**config.mk**
```make
export PLATFORM = sky130hd
export DESIGN_NAME = dhfk_mul
export DESIGN_NICKNAME = d
export VERILOG_FILES = /design/src/sv/dhfk_pkg.sv /design/src/sv/dhfk_mul.sv
export SDC_FILE = /design/constraint.sdc
export NUM_CORES = 2
export LEC_CHECK = 0
export ABC_AREA = 1
export ABC_CLOCK_PERIOD_IN_PS = 8550
export BUFFER_PORTS_ARGS = -buffer_cell sky130_fd_sc_hd__buf_2
export CAP_MARGIN = 20
export CORE_MARGIN = 2
export CORE_UTILIZATION = 43
export CTS_CLUSTER_SIZE = 16
export DETAILED_ROUTE_END_ITERATION = 8
export SLEW_MARGIN = 20
export SYNTH_ARGS = -nofsm -noshare
export SYNTH_HDL_FRONTEND = slang
export SYNTH_SLANG_ARGS = --single-unit
```
**constraint.sdc**
```tcl
create_clock -name clk -period 8.55 [get_ports clk]
set_input_delay 1.71 -clock clk [delete_from_list [all_inputs] [get_ports clk]]
set_output_delay 1.71 -clock clk [all_outputs]
set_load 0.1 [all_outputs]
```
**src/sv/dhfk_pkg.sv**
```systemverilog
`timescale 1ns / 1ps
`default_nettype none
// ----------------------------------------------------------------------------
// dhfk_pkg
// Shared types, DH table and fixed-point helpers for the 7-joint kinematics.
// ----------------------------------------------------------------------------
package dhfk_pkg;

    localparam int ANGLE_W  = 18;
    localparam int POS_W    = 19;
    localparam int FRAME_W  = 4;
    localparam int COEF_W   = 32;   // Q30 rotation entries, sine, cosine, lengths
    localparam int WIDE_W   = 34;   // Q30 positions and CORDIC datapath
    localparam int PROD_W   = 64;
    localparam int STEP_W   = 5;
    localparam int NUM_ROWS = 8;
    localparam int NUM_JOINTS = 7;

    localparam logic [STEP_W-1:0]  CORDIC_LAST = 5'd29;
    localparam logic [FRAME_W-1:0] LAST_FRAME  = 4'd8;

    localparam logic signed [WIDE_W-1:0] PI_Q30      = 34'sd3373259426;
    localparam logic signed [WIDE_W-1:0] PI_HALF_Q30 = 34'sd1686629713;
    localparam logic signed [WIDE_W-1:0] CORDIC_GAIN = 34'sd652032874;

    typedef enum logic [1:0] {
        ALPHA_ZERO,
        ALPHA_POS,
        ALPHA_NEG
    } alpha_t;

    typedef enum logic [3:0] {
        ST_IDLE,
        ST_EMIT,
        ST_SWAP,
        ST_PMUL,
        ST_PACC,
        ST_CSTART,
        ST_CWAIT,
        ST_RMUL,
        ST_RACC
    } state_t;

    typedef struct packed {
        logic                        start;
        logic signed [ANGLE_W-1:0]   theta;
    } cordic_req_t;

    typedef struct packed {
        logic                        done;
        logic signed [COEF_W-1:0]    cos_v;
        logic signed [COEF_W-1:0]    sin_v;
    } cordic_rsp_t;

    function automatic logic signed [WIDE_W-1:0] atan_q30(input logic [STEP_W-1:0] i);
        logic signed [WIDE_W-1:0] v;
        case (i)
            5'd0:  v = 34'sh03243F6A8;
            5'd1:  v = 34'sh01DAC6705;
            5'd2:  v = 34'sh00FADBAFC;
            5'd3:  v = 34'sh007F56EA6;
            5'd4:  v = 34'sh003FEAB76;
            5'd5:  v = 34'sh001FFD55B;
            5'd6:  v = 34'sh000FFFAAA;
            5'd7:  v = 34'sh0007FFF55;
            5'd8:  v = 34'sh0003FFFEA;
            5'd9:  v = 34'sh0001FFFFD;
            5'd10: v = 34'sh0000FFFFF;
            5'd11: v = 34'sh00007FFFF;
            5'd12: v = 34'sh00003FFFF;
            5'd13: v = 34'sh00001FFFF;
            5'd14: v = 34'sh00000FFFF;
            5'd15: v = 34'sh000007FFF;
            5'd16: v = 34'sh000003FFF;
            5'd17: v = 34'sh000001FFF;
            5'd18: v = 34'sh000000FFF;
            5'd19: v = 34'sh0000007FF;
            5'd20: v = 34'sh0000003FF;
            5'd21: v = 34'sh0000001FF;
            5'd22: v = 34'sh0000000FF;
            5'd23: v = 34'sh00000007F;
            5'd24: v = 34'sh00000003F;
            5'd25: v = 34'sh00000001F;
            5'd26: v = 34'sh00000000F;
            5'd27: v = 34'sh000000008;
            5'd28: v = 34'sh000000004;
            5'd29: v = 34'sh000000002;
            default: v = '0;
        endcase
        return v;
    endfunction

    function automatic logic signed [COEF_W-1:0] dh_a(input logic [2:0] row);
        logic signed [COEF_W-1:0] v;
        case (row)
            3'd3:    v = 32'sd88583700;
            3'd4:    v = -32'sd88583700;
            3'd6:    v = 32'sd94489281;
            default: v = '0;
        endcase
        return v;
    endfunction

    function automatic logic signed [COEF_W-1:0] dh_d(input logic [2:0] row);
        logic signed [COEF_W-1:0] v;
        case (row)
            3'd0:    v = 32'sd357556027;
            3'd2:    v = 32'sd339302416;
            3'd4:    v = 32'sd412316860;
            3'd7:    v = 32'sd114890375;
            default: v = '0;
        endcase
        return v;
    endfunction

    function automatic alpha_t dh_alpha(input logic [2:0] row);
        alpha_t v;
        case (row)
            3'd1, 3'd4:             v = ALPHA_NEG;
            3'd2, 3'd3, 3'd5, 3'd6: v = ALPHA_POS;
            default:                v = ALPHA_ZERO;
        endcase
        return v;
    endfunction

    // Round a Q60 product to Q30, half away from zero.
    function automatic logic signed [WIDE_W-1:0] round_q30(input logic signed [PROD_W-1:0] v);
        logic [PROD_W-1:0] m;
        logic [PROD_W-1:0] r;
        m = v[PROD_W-1] ? PROD_W'(-v) : PROD_W'(v);
        r = (m + 64'd536870912) >> 30;
        return v[PROD_W-1] ? -$signed(r[WIDE_W-1:0]) : $signed(r[WIDE_W-1:0]);
    endfunction

    // Q30 position to Q16 output, half away from zero, saturated.
    function automatic logic signed [POS_W-1:0] pack_pos(input logic signed [WIDE_W-1:0] p);
        logic [WIDE_W-1:0] m;
        logic [WIDE_W-1:0] r;
        logic signed [20:0] v;
        m = p[WIDE_W-1] ? WIDE_W'(-p) : WIDE_W'(p);
        r = (m + 34'd8192) >> 14;
        v = p[WIDE_W-1] ? -$signed({1'b0, r[19:0]}) : $signed({1'b0, r[19:0]});
        if (v > 21'sd262143)
            v = 21'sd262143;
        else if (v < -21'sd262144)
            v = -21'sd262144;
        return v[POS_W-1:0];
    endfunction

endpackage
`default_nettype wire

```
**src/sv/dhfk_mul.sv**
```systemverilog
`timescale 1ns / 1ps
`default_nettype none
// ----------------------------------------------------------------------------
// dhfk_mul
// Shared 32x32 multiplier with registered product and Q30 rounding.
// ----------------------------------------------------------------------------
module dhfk_mul (
    input  wire logic                                 clk,
    input  wire logic signed [dhfk_pkg::COEF_W-1:0]   op_a,
    input  wire logic signed [dhfk_pkg::COEF_W-1:0]   op_b,
    output logic signed [dhfk_pkg::WIDE_W-1:0]        result
);

    logic signed [dhfk_pkg::PROD_W-1:0] prod_reg;

    always_ff @(posedge clk)
    begin
        prod_reg <= op_a * op_b;
    end

    assign result = dhfk_pkg::round_q30(prod_reg);

endmodule
`default_nettype wire

```
==> results.py <==
metrics = {
    "global_routing": {
        "grt_util_met3_pct": 2.127,
        "grt_pass1_wl_um": 195200,
        "grt_max_degree": 54,
        "grtUsageMet1_pct": 32.23,
        "grt_util_all_layers_pct": 24.21,
        "grt.busiest_layer": "met2",
        "antenna_found_initial": 2,
        "grtUsageMet2_pct": 42.72,
        "grt.overflow.total": 0,
        "grt_pass1_vias": 36650,
    },
    "layout": {
        "fin_nets": 7102,
        "drive_above_1_share_pct": 11.08,
        "area_growth_pct": 13.02,
        "final_util_pct": 48.82,
        "largest_reg_flops": 64,
    },
    "synth": {
        "synth_nets": 6788,
        "ys_top_cells_by_count": "1670 x inv_1, 1465 x nand2_1, 1082 x fa_1, 245 x nor2_1, 195 x clkbuf_1",
        "synthTopCellsByArea": "fa_1 51%, inv_1 15%, nand2_1 13%",
        "synth-edff-count": 0,
        "synth_most_common_cell": "inv_1",
        "yosys.area.top_type_share_pct": 51.25,
        "netlist_instances": 5455,
        "synthFlopType": "dfxtp_1",
        "synthDistinctLibCells": 48,
        "ys_ff_latch": 64,
        "syn_area_per_cell_um2": 7.748,
        "synth_area_leader_cell": "fa_1",
        "ys_async_sr_fraction_pct": 0,
        "ys_seq_area_share_pct": 3.031,
        "yosys_warnings": 0,
        "netlist_area_um2": 42270,
    },
    "floorplanning": {
        "die_y_um": 317.5,
        "die_w_um": 317.5,
        "die_area_um2": 100800,
        "core_area_um2": 97840,
        "rows": 115,
        "initial_core_util_pct": 43.20,
        "boundaryPins": 99,
    },
    "outcome": {
        "status": "finished, final reports clean",
    },
    "sta": {
        "rsz0062_at_grt": "yes",
        "final_hold_viol_count": 0,
        "finalSetupViolations": 0,
        "setup_tns_ps": 0,
        "drv_slew": 0,
        "slew_headroom_pct": 44.51,
        "post-route-period-util_pct": 98.06,
        "worst_pin_slew_ps": 832.4,
        "period_minus_slack_ps": 8384,
        "clock.fmax_ghz": 0.1193,
    },
    "run": {
        "cap_viol_max_count": 0,
    },
    "routing": {
        "routedWlPerCell_um": 16.47,
        "routed_wl_um": 116300,
        "drc": 0,
        "drtAntennaViolNets": 0,
        "firstDrtPassIters": 5,
        "vias_per_cell": 4.776,
        "vias": 33730,
        "first_iter_violations": 1951,
    },
    "worst_setup_path": {
        "cp-start-kind": "input pin",
        "crit_end": "prod_reg[48]$_DFF_P_",
        "arrival_ps": 8650,
        "worstSetupPathType": "input pin to flip-flop",
        "crit_path_end_kind": "flip-flop",
        "cp-startpoint": "op_b[17]",
        "required_ps": 8810,
        "worst-path-max-fanout": 11,
    },
    "worst_hold_path": {
        "hold_path_depth": 4,
        "hold_path_class": "input pin to flip-flop",
    },
    "clock_network": {
        "cts_made_buffers": 9,
        "cts-root-buf": "clkbuf_16",
        "cts_tree": "done",
        "h-tree-depth": 3,
        "clockBufferDepth": 2,
        "clk_pin_slew_ps": 60,
        "cts_sinks": 64,
    },
    "placement": {
        "gp_congestion": 0.9270,
        "hpwl_um": 104400,
        "port_buffers": 98,
    },
}
final cells by class:
class / count / area (µm²)
Antenna cell: 2 / 5.005
Clock buffer: 10 / 239.0
Clock inverter: 6 / 91.34
Fill cell: 9715 / 50070
Inverter: 1682 / 6314
Multi-Input combinational cell: 3505 / 34050
Sequential cell: 64 / 1282
Tap cell: 1287 / 1610
Timing Repair Buffer: 507 / 4179
worst min path at each step:
stage	from	end	slack (ps)
after floorplan	op_a[0]	prod_reg[0]$_DFF_P_	1810
after global placement	op_b[0]	prod_reg[0]$_DFF_P_	2380
after detailed placement	op_b[0]	prod_reg[0]$_DFF_P_	2370
after CTS	op_b[0]	prod_reg[0]$_DFF_P_	2010
after global routing	op_b[0]	prod_reg[0]$_DFF_P_	2050
final	op_b[0]	prod_reg[0]$_DFF_P_	2030
stage by stage:
stage / worst slack, ps / cell area, µm² / cells / hold WS (ps)
after floorplan: 51.76 / 42270 / 5455 / 1808
final: 165.6 / 47770 / 7063 / 2032
after global placement: -627.4 / 47120 / 7043 / 2375
after global routing: -63.60 / 47770 / 7063 / 2054
after detailed placement: -527.3 / 47120 / 7043 / 2371
after CTS: 1.420 / 47460 / 7059 / 2015
cell usage in the layout, fill, tap and decap left out, types with 63 or more instances in the layout:
cell / Yosys / layout
xor2_1: 66 / 64
nor2_1: 245 / 244
a21oi_1: 86 / 82
nand3_1: 107 / 106
buf_2: 7 / 75
dfxtp_1: 64 / 63
ha_1: 186 / 180
nand2_1: 1465 / 1462
fa_1: 1082 / 1076
buf_4: 0 / 360
inv_1: 1670 / 1666
cells by family after synthesis:
| kind of cell | synth area share [%] |
|---|---|
| fa+ha+maj | 56.75 |
| flops | 3.031 |
| simple gates | 18.81 |
| buf+inv | 16.77 |
| compound gates | 2.401 |
| xor+xnor | 2.238 |
worst max-delay path: stages:
cell	delay, ps
clkbuf_4	250
buf_12	170
buf_4	130
nand2_1	80
fa_1	520
fa_1	550
inv_1	50
fa_1	470
fa_1	560
fa_1	470
fa_1	600
fa_2	490
fa_1	550
ha_4	300
nand2_1	70
nor2_1	110
inv_1	80
nor3_2	140
inv_2	80
nor4_4	330
buf_4	180
a21oi_1	70
o21ai_1	180
nand2_1	80
nand2_2	80
nand2_1	70
nand2_2	80
xor2_2	150
metal layers:
| metal | part of all wire [%] | vias to the layer above |
|---|---|---|
| met5 | 0 | - |
| met4 | 2.6 | 0 |
| met3 | 4.8 | 145 |
| met2 | 49 | 834 |
| met1 | 43 | 16960 |
| li1 | - | 15790 |
what timing repair did:
item                                    4_1_cts  5_1_grt
resized for setup                             5       85
buffers inserted                              0        2
pin swaps                                     0       18
endpoints found under the setup margin        5       23
hold buffers                                  0        0
Power is not shown: default switching activity piles up to over one toggle a cycle in this logic, so the estimate is an artifact.
