**config.mk**
```make
export PLATFORM = sky130hd
export DESIGN_NAME = dhfk_cordic
export DESIGN_NICKNAME = d
export VERILOG_FILES = /design/src/sv/dhfk_pkg.sv /design/src/sv/dhfk_cordic.sv
export SDC_FILE = /design/constraint.sdc
export NUM_CORES = 1
export LEC_CHECK = 0
export ABC_AREA = 0
export BUFFER_PORTS_ARGS = -buffer_cell sky130_fd_sc_hd__clkbuf_2
export CAP_MARGIN = 40
export CORE_MARGIN = 2
export CORE_UTILIZATION = 50
export DETAILED_ROUTE_END_ITERATION = 6
export PLACE_DENSITY = 0.67
export SYNTH_ARGS = -nofsm -noshare
export SYNTH_HDL_FRONTEND = slang
export SYNTH_SLANG_ARGS = --single-unit
```
**constraint.sdc**
```tcl
create_clock -name clk -period 7.4 [get_ports clk]
set_input_delay 1.48 -clock clk [delete_from_list [all_inputs] [get_ports clk]]
set_output_delay 1.48 -clock clk [all_outputs]
set_load 0.05 [all_outputs]
```
**src/sv/dhfk_pkg.sv**
```systemverilog
`timescale 1ns / 1ps
`default_nettype none
// ----------------------------------------------------------------------------
// dhfk_pkg
// Shared types, DH table and fixed-point helpers for the 7-joint kinematics.
// ----------------------------------------------------------------------------
package dhfk_pkg;

    localparam int ANGLE_W  = 18;
    localparam int POS_W    = 19;
    localparam int FRAME_W  = 4;
    localparam int COEF_W   = 32;   // Q30 rotation entries, sine, cosine, lengths
    localparam int WIDE_W   = 34;   // Q30 positions and CORDIC datapath
    localparam int PROD_W   = 64;
    localparam int STEP_W   = 5;
    localparam int NUM_ROWS = 8;
    localparam int NUM_JOINTS = 7;

    localparam logic [STEP_W-1:0]  CORDIC_LAST = 5'd29;
    localparam logic [FRAME_W-1:0] LAST_FRAME  = 4'd8;

    localparam logic signed [WIDE_W-1:0] PI_Q30      = 34'sd3373259426;
    localparam logic signed [WIDE_W-1:0] PI_HALF_Q30 = 34'sd1686629713;
    localparam logic signed [WIDE_W-1:0] CORDIC_GAIN = 34'sd652032874;

    typedef enum logic [1:0] {
        ALPHA_ZERO,
        ALPHA_POS,
        ALPHA_NEG
    } alpha_t;

    typedef enum logic [3:0] {
        ST_IDLE,
        ST_EMIT,
        ST_SWAP,
        ST_PMUL,
        ST_PACC,
        ST_CSTART,
        ST_CWAIT,
        ST_RMUL,
        ST_RACC
    } state_t;

    typedef struct packed {
        logic                        start;
        logic signed [ANGLE_W-1:0]   theta;
    } cordic_req_t;

    typedef struct packed {
        logic                        done;
        logic signed [COEF_W-1:0]    cos_v;
        logic signed [COEF_W-1:0]    sin_v;
    } cordic_rsp_t;

    function automatic logic signed [WIDE_W-1:0] atan_q30(input logic [STEP_W-1:0] i);
        logic signed [WIDE_W-1:0] v;
        case (i)
            5'd0:  v = 34'sh03243F6A8;
            5'd1:  v = 34'sh01DAC6705;
            5'd2:  v = 34'sh00FADBAFC;
            5'd3:  v = 34'sh007F56EA6;
            5'd4:  v = 34'sh003FEAB76;
            5'd5:  v = 34'sh001FFD55B;
            5'd6:  v = 34'sh000FFFAAA;
            5'd7:  v = 34'sh0007FFF55;
            5'd8:  v = 34'sh0003FFFEA;
            5'd9:  v = 34'sh0001FFFFD;
            5'd10: v = 34'sh0000FFFFF;
            5'd11: v = 34'sh00007FFFF;
            5'd12: v = 34'sh00003FFFF;
            5'd13: v = 34'sh00001FFFF;
            5'd14: v = 34'sh00000FFFF;
            5'd15: v = 34'sh000007FFF;
            5'd16: v = 34'sh000003FFF;
            5'd17: v = 34'sh000001FFF;
            5'd18: v = 34'sh000000FFF;
            5'd19: v = 34'sh0000007FF;
            5'd20: v = 34'sh0000003FF;
            5'd21: v = 34'sh0000001FF;
            5'd22: v = 34'sh0000000FF;
            5'd23: v = 34'sh00000007F;
            5'd24: v = 34'sh00000003F;
            5'd25: v = 34'sh00000001F;
            5'd26: v = 34'sh00000000F;
            5'd27: v = 34'sh000000008;
            5'd28: v = 34'sh000000004;
            5'd29: v = 34'sh000000002;
            default: v = '0;
        endcase
        return v;
    endfunction

    function automatic logic signed [COEF_W-1:0] dh_a(input logic [2:0] row);
        logic signed [COEF_W-1:0] v;
        case (row)
            3'd3:    v = 32'sd88583700;
            3'd4:    v = -32'sd88583700;
            3'd6:    v = 32'sd94489281;
            default: v = '0;
        endcase
        return v;
    endfunction

    function automatic logic signed [COEF_W-1:0] dh_d(input logic [2:0] row);
        logic signed [COEF_W-1:0] v;
        case (row)
            3'd0:    v = 32'sd357556027;
            3'd2:    v = 32'sd339302416;
            3'd4:    v = 32'sd412316860;
            3'd7:    v = 32'sd114890375;
            default: v = '0;
        endcase
        return v;
    endfunction

    function automatic alpha_t dh_alpha(input logic [2:0] row);
        alpha_t v;
        case (row)
            3'd1, 3'd4:             v = ALPHA_NEG;
            3'd2, 3'd3, 3'd5, 3'd6: v = ALPHA_POS;
            default:                v = ALPHA_ZERO;
        endcase
        return v;
    endfunction

    // Round a Q60 product to Q30, half away from zero.
    function automatic logic signed [WIDE_W-1:0] round_q30(input logic signed [PROD_W-1:0] v);
        logic [PROD_W-1:0] m;
        logic [PROD_W-1:0] r;
        m = v[PROD_W-1] ? PROD_W'(-v) : PROD_W'(v);
        r = (m + 64'd536870912) >> 30;
        return v[PROD_W-1] ? -$signed(r[WIDE_W-1:0]) : $signed(r[WIDE_W-1:0]);
    endfunction

    // Q30 position to Q16 output, half away from zero, saturated.
    function automatic logic signed [POS_W-1:0] pack_pos(input logic signed [WIDE_W-1:0] p);
        logic [WIDE_W-1:0] m;
        logic [WIDE_W-1:0] r;
        logic signed [20:0] v;
        m = p[WIDE_W-1] ? WIDE_W'(-p) : WIDE_W'(p);
        r = (m + 34'd8192) >> 14;
        v = p[WIDE_W-1] ? -$signed({1'b0, r[19:0]}) : $signed({1'b0, r[19:0]});
        if (v > 21'sd262143)
            v = 21'sd262143;
        else if (v < -21'sd262144)
            v = -21'sd262144;
        return v[POS_W-1:0];
    endfunction

endpackage
`default_nettype wire

```
**src/sv/dhfk_cordic.sv**
```systemverilog
`timescale 1ns / 1ps
`default_nettype none
// ----------------------------------------------------------------------------
// dhfk_cordic
// Iterative CORDIC rotator: one shift-add step per cycle, 30 steps.
// ----------------------------------------------------------------------------
module dhfk_cordic (
    input  wire logic                  clk,
    input  wire logic                  rst_n,
    input  wire dhfk_pkg::cordic_req_t req,
    output dhfk_pkg::cordic_rsp_t      rsp
);

    localparam int W = dhfk_pkg::WIDE_W;

    logic                          busy_reg, busy_next;
    logic                          done_reg, done_next;
    logic [dhfk_pkg::STEP_W-1:0]   step_reg, step_next;
    logic                          flip_reg, flip_next;
    logic signed [W-1:0]           x_reg, x_next;
    logic signed [W-1:0]           y_reg, y_next;
    logic signed [W-1:0]           z_reg, z_next;

    always_ff @(posedge clk or negedge rst_n)
    begin
        if (!rst_n)
        begin
            busy_reg <= 1'b0;
            done_reg <= 1'b0;
            step_reg <= '0;
        end
        else
        begin
            busy_reg <= busy_next;
            done_reg <= done_next;
            step_reg <= step_next;
        end
    end

    always_ff @(posedge clk)
    begin
        flip_reg <= flip_next;
        x_reg    <= x_next;
        y_reg    <= y_next;
        z_reg    <= z_next;
    end

    always_comb
    begin
        logic signed [W-1:0] z0;
        logic signed [W-1:0] dx;
        logic signed [W-1:0] dy;
        logic signed [W-1:0] at;
        busy_next = busy_reg;
        done_next = 1'b0;
        step_next = step_reg;
        flip_next = flip_reg;
        x_next    = x_reg;
        y_next    = y_reg;
        z_next    = z_reg;
        z0 = {req.theta[dhfk_pkg::ANGLE_W-1], req.theta, 15'd0};
        dx = y_reg >>> step_reg;
        dy = x_reg >>> step_reg;
        at = dhfk_pkg::atan_q30(step_reg);
        if (req.start)
        begin
            // fold the angle into [-pi/2, pi/2], negate the result later
            busy_next = 1'b1;
            step_next = '0;
            x_next    = dhfk_pkg::CORDIC_GAIN;
            y_next    = '0;
            if (z0 > dhfk_pkg::PI_HALF_Q30)
            begin
                z_next    = z0 - dhfk_pkg::PI_Q30;
                flip_next = 1'b1;
            end
            else if (z0 < -dhfk_pkg::PI_HALF_Q30)
            begin
                z_next    = z0 + dhfk_pkg::PI_Q30;
                flip_next = 1'b1;
            end
            else
            begin
                z_next    = z0;
                flip_next = 1'b0;
            end
        end
        else if (busy_reg)
        begin
            if (!z_reg[W-1])
            begin
                x_next = x_reg - dx;
                y_next = y_reg + dy;
                z_next = z_reg - at;
            end
            else
            begin
                x_next = x_reg + dx;
                y_next = y_reg - dy;
                z_next = z_reg + at;
            end
            step_next = step_reg + 1'b1;
            if (step_reg == dhfk_pkg::CORDIC_LAST)
            begin
                busy_next = 1'b0;
                done_next = 1'b1;
            end
        end
    end

    always_comb
    begin
        rsp.done  = done_reg;
        rsp.cos_v = flip_reg ? -x_reg[dhfk_pkg::COEF_W-1:0] : x_reg[dhfk_pkg::COEF_W-1:0];
        rsp.sin_v = flip_reg ? -y_reg[dhfk_pkg::COEF_W-1:0] : y_reg[dhfk_pkg::COEF_W-1:0];
    end

`ifndef SYNTHESIS
    assert property (@(posedge clk) disable iff (!rst_n)
        done_reg |-> !busy_reg)
        else $error("cordic done while still iterating");
    assert property (@(posedge clk) disable iff (!rst_n)
        busy_reg && !req.start |=> busy_reg || done_reg)
        else $error("cordic stopped without done");
    assert property (@(posedge clk) disable iff (!rst_n)
        busy_reg |-> step_reg <= dhfk_pkg::CORDIC_LAST)
        else $error("cordic step out of range");
`endif

endmodule
`default_nettype wire

```
==> run summary, run 1 <==
The worst-case clock buffer depth is 2. The per-instance average area after synthesis came out at 7.969 um^2. The summed instance area of the synthesized netlist came out at 0.01807 mm^2.

The congestion estimate from routability-driven global placement came to 1.060. The aggregate global-route resource usage came out at 33.32%. The sum of overflow across all layers after global routing is 0. Of the post-synthesis cell area, the dominant cell type holds 10.35%. The register area share after synthesis came out at 14.32%.

The number of violations reported at the end of detailed-routing iteration 0 is 1797. The flow ran to the end, and the final reports show no timing, DRC or antenna violations. In the post-synthesis netlist, the cell with the most instances is sky130_fd_sc_hd__nor2_1. The share of post-route cells with drive strength above 1 is 13.43%.

The routed design could run at a clock period as short as 6826 ps. The count of final hold-check violations came to 0. The final sum of negative setup slack came out at 0 ps. The top cell type by total area after synthesis is sky130_fd_sc_hd__mux4_2.

The critical path required time is 7530 ps. The global-route wire length before repair is approximately 99 mm. STA classifies the critical path startpoint as a flop. The total I/O pin count came out at 86. The final critical-path share of the clock period is 92.24%. The normalized max-slew margin is around two fifths. The total of buffers placed on input and output ports came out at 85. The number of core rows is 69. The data arrival time of the worst path is 6950 ps. In the synthesized netlist the dominant register cell turns out to be sky130_fd_sc_hd__dfxtp_1. The overall die area came out at 0.03767 mm^2. The number of H-tree levels is 3. STA classifies the critical path endpoint as a flop. The number of setup buffers added after CTS is 0. The class of the tightest hold or removal check is reg2reg. The fmax is between 100 and 150 MHz. The overall die height is 194.1 um.

The hold buffer count at cts came out at 0. The detail route stage leaves a number of antenna-violating nets equal to 0. The number of flops mapped to enable cells by yosys came out at 35. The pre-antenna-repair detailed-routing pass consisted of 5 iterations. From synthesis to final layout, the design area changed by 5.070%. The actual slew at the worst max-slew pin is 911.3 ps. Counting flops and latches in the post-synthesis netlist gives 110. The TritonCTS sink count came out at 110.

By startpoint and endpoint, the worst setup path is classified as reg2reg. The number of antenna violations at the first check in global routing came out at 0. The ratio of routed vias to standard cells came out at roughly 6.6.

The number of slew-limit violations in the final report is 0. Counting every instance in the synthesized netlist gives approximately 2300. Setup violations remaining at the end of the flow were counted as 0.

In the post-synthesis netlist, the biggest area contributors are sky130_fd_sc_hd__mux4_2, sky130_fd_sc_hd__ha_1, sky130_fd_sc_hd__dfxtp_1. The via count of the first global-routing pass came out at 16720. The synthesized netlist contains between 90 and 100 unique library cells.

The average wire per cell in the routed design came out at roughly 24 um. In this run the standard cell core region covers around 0.036 mm^2. After detailed routing, the number of remaining DRC violations is 0. The root buffer cell is sky130_fd_sc_hd__clkbuf_16.

The number of vias after detailed routing came out at 17910. At the later pin of the worst-skew pair, clock insertion delay measures 400 ps. For this configuration, the core starts out at a cell density of 50.79%.

Summed over all layers, the routed wires come to 63.86 mm. The number of clock buffers added by TritonCTS is 9. The detailed placer's ending HPWL is 48.45 mm. The max-capacitance violation count is 0. TritonCTS built the clock tree. The net count reported at finish came out at 2372. The maximum net fanout on the critical path is 41. Setup repair after global routing left no endpoint under its margin. After synthesis, the most frequently instantiated cells are sky130_fd_sc_hd__nor2_1, sky130_fd_sc_hd__nand2_1, sky130_fd_sc_hd__a21oi_1.

After synthesis, the share of flip-flops with an asynchronous set or reset is 6.364%. The number of nets in the synthesized netlist is 2410. The maximum number of pins on one net before global-route repair came out at 80.

The clock transition at the registers of the reported paths came out at 90 ps. 0 antenna diodes ended up in the layout. The number of warnings printed during yosys synthesis is 0. On the final layout, the worst clock skew is 16.28 ps. From left edge to right edge, the die measures 194.1 um. The post-cts sizing count came out at 0.
-- cell families (layout without fill, tap and decap cells) --
kind of cell             after synthesis  after routing  synth area share [%]
buffers and inverters                236            203                 5.762
flip-flops                           110            110                 14.32
adder cells (fa/ha/maj)              122            122                 8.574
AO/OA/AOI/OAI                        683            683                 24.45
AND/OR/NAND/NOR                      658            658                 17.34
XOR/XNOR                             257            257                 12.46
multiplexers                         201            201                 17.09
-- routing by layer --
metal | part of all wire (%) | track usage (%) | up-vias
met3 | 8.0 | 4.801 | 152
li1 | - | - | 8324
met5 | 0 | 0 | -
met4 | 5.2 | 17.48 | 0
met1 | 44 | 46.15 | 8541
met2 | 43 | 50.26 | 895
-- layout make-up --
| type | count | area (um^2) |
|---|---|---|
| inverter | 48 | 180.2 |
| fill | 3366 | 16590 |
| sequential | 110 | 2605 |
| tap | 461 | 576.8 |
| clock inverter | 7 | 78.83 |
| multi-input combinational | 1921 | 14450 |
| timing repair buffer | 139 | 867.1 |
| clock buffer | 9 | 225.2 |
-- cell usage in the layout (no fill, tap or decap), types with 14 or more instances in the layout --
cell                       instances
sky130_fd_sc_hd__a211oi_1         24
sky130_fd_sc_hd__a21o_1           47
sky130_fd_sc_hd__a21oi_1         172
sky130_fd_sc_hd__a22o_1           14
sky130_fd_sc_hd__a31oi_1          36
sky130_fd_sc_hd__and2_1           24
sky130_fd_sc_hd__and3_1           20
sky130_fd_sc_hd__buf_4            47
sky130_fd_sc_hd__clkbuf_2         84
sky130_fd_sc_hd__dfxtp_1          68
sky130_fd_sc_hd__edfxtp_1         35
sky130_fd_sc_hd__ha_1            119
sky130_fd_sc_hd__inv_1            41
sky130_fd_sc_hd__mux2_2           27
sky130_fd_sc_hd__mux2i_1          88
sky130_fd_sc_hd__mux4_2           83
sky130_fd_sc_hd__nand2_1         190
sky130_fd_sc_hd__nand2b_1         28
sky130_fd_sc_hd__nand3_1          30
sky130_fd_sc_hd__nor2_1          209
sky130_fd_sc_hd__nor2b_1          31
sky130_fd_sc_hd__nor3_1           36
sky130_fd_sc_hd__o211ai_1         18
sky130_fd_sc_hd__o21a_1           20
sky130_fd_sc_hd__o21ai_0         155
sky130_fd_sc_hd__o22ai_1          23
sky130_fd_sc_hd__o31ai_1          26
sky130_fd_sc_hd__or3_1            14
sky130_fd_sc_hd__xnor2_1         155
sky130_fd_sc_hd__xor2_1          102
-- stage by stage --
| step | area [um^2] | setup slack (ps) | util, % | hold slack (ps) | instances |
|---|---|---|---|---|---|
| finish | 18980 | 573.9 | 53.37 | 542.8 | 2695 |
| global placement | 18590 | 813.7 | 52.26 | 513.2 | 2670 |
| detailed placement | 18660 | 771.2 | 52.46 | 546.7 | 2677 |
| floorplan | 18070 | 1526 | - | 478.1 | 2267 |
| global route | 18980 | 255.7 | 53.37 | 574.0 | 2695 |
| CTS | 18960 | 705.5 | 53.31 | 554.2 | 2693 |
-- final timing paths --
check	from	to	slack [ps]	cells after the start
worst max-delay path	step_reg[0]	z_reg[32]	570	23
worst min-delay path	y_reg[0]	y_reg[0]	540	2
worst max register to register	step_reg[0]	z_reg[32]	570	23
worst min register to register	y_reg[0]	y_reg[0]	540	2
max in group asynchronous	rst_n	step_reg[0]	6250	1
min in group asynchronous	rst_n	step_reg[1]	920	1
-- worst max-delay path, stage by stage (launching register included) --
cell                       delay, ps
sky130_fd_sc_hd__dfrtp_4         730
sky130_fd_sc_hd__inv_2           210
sky130_fd_sc_hd__buf_4           290
sky130_fd_sc_hd__ha_1            300
sky130_fd_sc_hd__inv_1           110
sky130_fd_sc_hd__nor2_1          370
sky130_fd_sc_hd__a21oi_1          90
sky130_fd_sc_hd__o22a_1          300
sky130_fd_sc_hd__nor3_1          270
sky130_fd_sc_hd__and3b_1         280
sky130_fd_sc_hd__a21oi_1         120
sky130_fd_sc_hd__nand2_1         110
sky130_fd_sc_hd__o21ai_0         120
sky130_fd_sc_hd__ha_1            390
sky130_fd_sc_hd__a211o_1         310
sky130_fd_sc_hd__a211oi_1        310
sky130_fd_sc_hd__o21ai_0         280
sky130_fd_sc_hd__a221o_1         400
sky130_fd_sc_hd__a211o_1         360
sky130_fd_sc_hd__a211oi_1        430
sky130_fd_sc_hd__o211ai_1        210
sky130_fd_sc_hd__a41oi_1         270
sky130_fd_sc_hd__xor2_1          170
sky130_fd_sc_hd__a21oi_1          80
Power of run 1 is not shown: default switching activity piles up to over one toggle a cycle in this logic, so the estimate is an artifact.
==> run 2, diff against run 1 <==
--- a/config.mk
+++ b/config.mk
@@ -5,7 +5,7 @@
 export SDC_FILE = /design/constraint.sdc
 export NUM_CORES = 1
 export LEC_CHECK = 0
-export ABC_AREA = 0
+export ABC_AREA = 1
 export BUFFER_PORTS_ARGS = -buffer_cell sky130_fd_sc_hd__clkbuf_2
 export CAP_MARGIN = 40
 export CORE_MARGIN = 2
==> run 2 against run 1 <==
Die area shrank 3.1%. Worst hold slack lost 13 ps. First-iteration DRC count grew 21%. Synthesized cell count grew 33%. Utilization grew 0.40 points. Final cell count grew 29%. Setup slack gained 1000 ps. Sequential share of layout area grew 0.27 points. Largest cell class unchanged.
==> run summary, run 2 <==
The final sum of negative setup slack is 0 ps (unchanged). The number of slew-limit violations in the final report came out at 0 (unchanged). The overall die area came out at 0.03650 mm^2 (-3.1%). The register area share after synthesis came out at 14.79% (+0.47 points). sky130_fd_sc_hd__nand2_1 is the most common cell in the netlist.

Setup repair after global routing left no endpoint under its margin. The number of antenna violations at the first check in global routing came out at 0 (unchanged). The number of vias after detailed routing came out at 20400 (+14%). The detailed placer's ending HPWL is 51.57 mm (+6.4%). The commonest cells after synthesis are sky130_fd_sc_hd__nand2_1, sky130_fd_sc_hd__nand3_1, sky130_fd_sc_hd__inv_1, sky130_fd_sc_hd__nor2_1, sky130_fd_sc_hd__a21oi_1. The CTS buffer count is 9 (unchanged). The insertion delay of the later-clocked pin in the worst-skew pair is 410 ps (about the same). The final antenna diode count came to 0 (unchanged). The total of buffers placed on input and output ports is 85 (unchanged). The largest total area in the synthesized netlist belongs to sky130_fd_sc_hd__nand2_1. The number of H-tree levels is 3 (unchanged). The global-route wire length before repair is 101.5 mm (+2.8%). The core footprint came out at 0.03446 mm^2 (-3.1%). The net count after synthesis came out at 3162 (+31%).

The detailed-route DRC error count came out at 0 (unchanged). The net count reported at finish is 3166 (+33%). The length of routed wiring on met1 came out at 28.69 mm (+2.7%). The maximum net fanout on the critical path came out at 76 (+85%). The count of antenna-violating nets left after detailed routing was 0 (unchanged). The total of endpoints with negative setup slack in the final report is 0 (unchanged). The share of post-route cells with drive strength above 1 came to 6.869% (-6.6 points). The path with the worst hold slack has its endpoint at y_reg[32].

The number of flops mapped to enable cells by yosys came out at 35 (unchanged). The normalized max-slew margin is 35.48% (-3.7 points). The critical path required time is 7550 ps (+20 ps). The share of async-settable or async-resettable flops after synthesis came out at 6.364% (unchanged). The maximum number of pins on one net before global-route repair is 77 (-3.8%).

The share of the synthesized area in the top cell type came to 18.15% (+7.8 points). The post-CTS setup buffer count is 0 (unchanged). The tree is rooted in a sky130_fd_sc_hd__clkbuf_16. The critical path launch point type is a flop. The met2 wire length is 29.43 mm (+7.0%). The number of warnings printed during yosys synthesis came to 0 (unchanged).

The detailed router used layers up to and including met4. The max-capacitance violation count came to 0 (unchanged). The class of the tightest hold or removal check is reg2reg. The length of the first detailed-routing pass in iterations came out at 7 (+2).

The total I/O pin count is 86 (unchanged). The synthesis-to-finish area growth came out at 5.915%. The fmax is 172.6 MHz (+18%). The number of violations reported at the end of detailed-routing iteration 0 came to 2168 (+21%).

The count of final hold-check violations is 0 (unchanged). The hold buffer count at cts came out at 0 (unchanged). The register bit count reported by yosys is 110 (unchanged). The met3 routed wirelength is 5.029 mm (-1.4%).

The number of core rows came to 68 (-1.4%). The worst hold path cell count is 2 (unchanged). The sum of overflow across all layers after global routing is 0 (unchanged).

The clock period minus worst slack was 5795 ps (-1031 ps). By area the synthesized netlist is led by sky130_fd_sc_hd__nand2_1, sky130_fd_sc_hd__nand3_1, sky130_fd_sc_hd__ha_1. The launch instance of the worst register-to-register path is step_reg[0]. The die boundary width came to 191.0 um (-1.6%).

The summed instance area of the synthesized netlist came out at 0.01749 mm^2 (-3.2%). The post-cts sizing count is 0 (unchanged). The actual slew at the worst max-slew pin is 963.3 ps (+51.99 ps). The average wire per cell in the routed design came out at 18.74 um (-21%). TritonCTS built the clock tree. The via count of the first global-routing pass was 18590 (+11%). The count of unique library cells instantiated by Yosys is 61 (-33%).

The routability congestion estimate is 1.046 (-1.3%). The effective utilization at floorplan came out at 50.76% (about the same). The setup clock skew after layout came out at 20.85 ps (+4.576 ps). The data arrival time of the worst path was 5940 ps (-1010 ps). The worst hold path begins at y_reg[32]. The overall die height came out at 191.0 um (-1.6%).

Leaving out fill and tap cells, the most frequent cell in the layout is sky130_fd_sc_hd__nand2_1. The largest stage delay on the critical path came out at 610 ps (-120 ps). The category of the critical setup timing path is reg2reg. The per-instance average area after synthesis was 5.794 um^2 (-27%). The reg-to-reg critical path endpoint is z_reg[28]. The total wirelength of the detailed-routed design came out at 65.29 mm (+2.2%). The aggregate global-route resource usage is 35.48% (+2.2 points). The run finished with clean final reports. The minimum setup slack among reg-to-reg paths came to 1610 ps (+1030 ps). The final critical-path share of the clock period is 78.31% (-14 points). The ratio of routed vias to standard cells is 5.856 (-12%). The number of cells on the worst reg-to-reg path is 28 (+22%).

The predominant post-synthesis flop cell is sky130_fd_sc_hd__dfxtp_1. The slowest stage of the critical path belongs to the cell sky130_fd_sc_hd__buf_4. The clock transition at the registers of the reported paths is 90 ps (about the same). The top cell types in the final layout, fill and taps aside, are sky130_fd_sc_hd__nand2_1, sky130_fd_sc_hd__nand3_1, sky130_fd_sc_hd__inv_1, sky130_fd_sc_hd__nor2_1, sky130_fd_sc_hd__a21oi_1. The count of mapped cells out of synthesis came to 3019 (+33%). The worst-case clock buffer depth is 2 (unchanged). The kind of end point of the critical path is a flop. The TritonCTS sink count is 110 (unchanged).
## run 2: cell count changes in the layout (fill, tap and decap cells not counted), moves of 31 or more
| cell | before | now |
|---|---|---|
| sky130_fd_sc_hd__nor2b_1 | 31 | 0 |
| sky130_fd_sc_hd__mux4_2 | 83 | 0 |
| sky130_fd_sc_hd__nor2_1 | 209 | 282 |
| sky130_fd_sc_hd__nand3_1 | 30 | 390 |
| sky130_fd_sc_hd__inv_1 | 41 | 285 |
| sky130_fd_sc_hd__mux2i_1 | 88 | 0 |
| sky130_fd_sc_hd__a21o_1 | 47 | 13 |
| sky130_fd_sc_hd__xnor2_1 | 155 | 68 |
| sky130_fd_sc_hd__nand2_1 | 190 | 846 |
## run 2: metrics by stage
| stage | setup slack (ps) | utilization, % | area (um^2) | instances | hold WS [ps] |
|---|---|---|---|---|---|
| detailed placement | 1799 | 52.90 | 18230 | 3467 | 521.3 |
| CTS | 1749 | 53.77 | 18530 | 3483 | 532.7 |
| floorplan | 2783 | - | 17490 | 3019 | 461.9 |
| global placement | 1567 | 52.64 | 18140 | 3463 | 507.4 |
| finish | 1605 | 53.77 | 18530 | 3483 | 530.0 |
| global route | 1149 | 53.77 | 18530 | 3483 | 541.6 |
## run 2: worst max path at each step
stage | to | start
final | z_reg[28] | step_reg[0]
after floorplan | z_reg[28] | step_reg[1]
after CTS | z_reg[28] | step_reg[0]
after global routing | z_reg[28] | step_reg[0]
after global placement | x_reg[33] | step_reg[1]
after detailed placement | z_reg[28] | step_reg[0]
## run 2: cell families after synthesis
kind of cell	count (synthesis)	synth area share [%]
adder cells (fa/ha/maj)	122	8.856
AO/OA/AOI/OAI	526	17.15
XOR/XNOR	175	8.763
flip-flops	110	14.79
AND/OR/NAND/NOR	1662	40.66
buffers and inverters	424	9.778
## run 2: worst max-delay path: cells and delay by family, from the launching register on
family	cells	cell delay [ps]
compound gates	8	2170
xor+xnor	1	140
fa+ha+maj	4	1010
buf+inv	7	1080
flops	1	400
simple gates	8	710
## run 2: metal layers
layer | global-route usage (%) | up-vias
li1 | - | 10080
met4 | 12.85 | 0
met3 | 5.948 | 119
met2 | 57.30 | 827
met5 | 0 | -
met1 | 47.41 | 9376
## run 2: final cells by class
cell class	count	area, um^2
repair buffers	116	730.7
multi-input cells	2485	13200
fillers	3725	15930
inverters	301	1134
well taps	455	569.3
flip-flops and latches	110	2592
clock inverters	5	56.30
clock buffers	11	242.7
Power of run 2 is left out for the same reason.
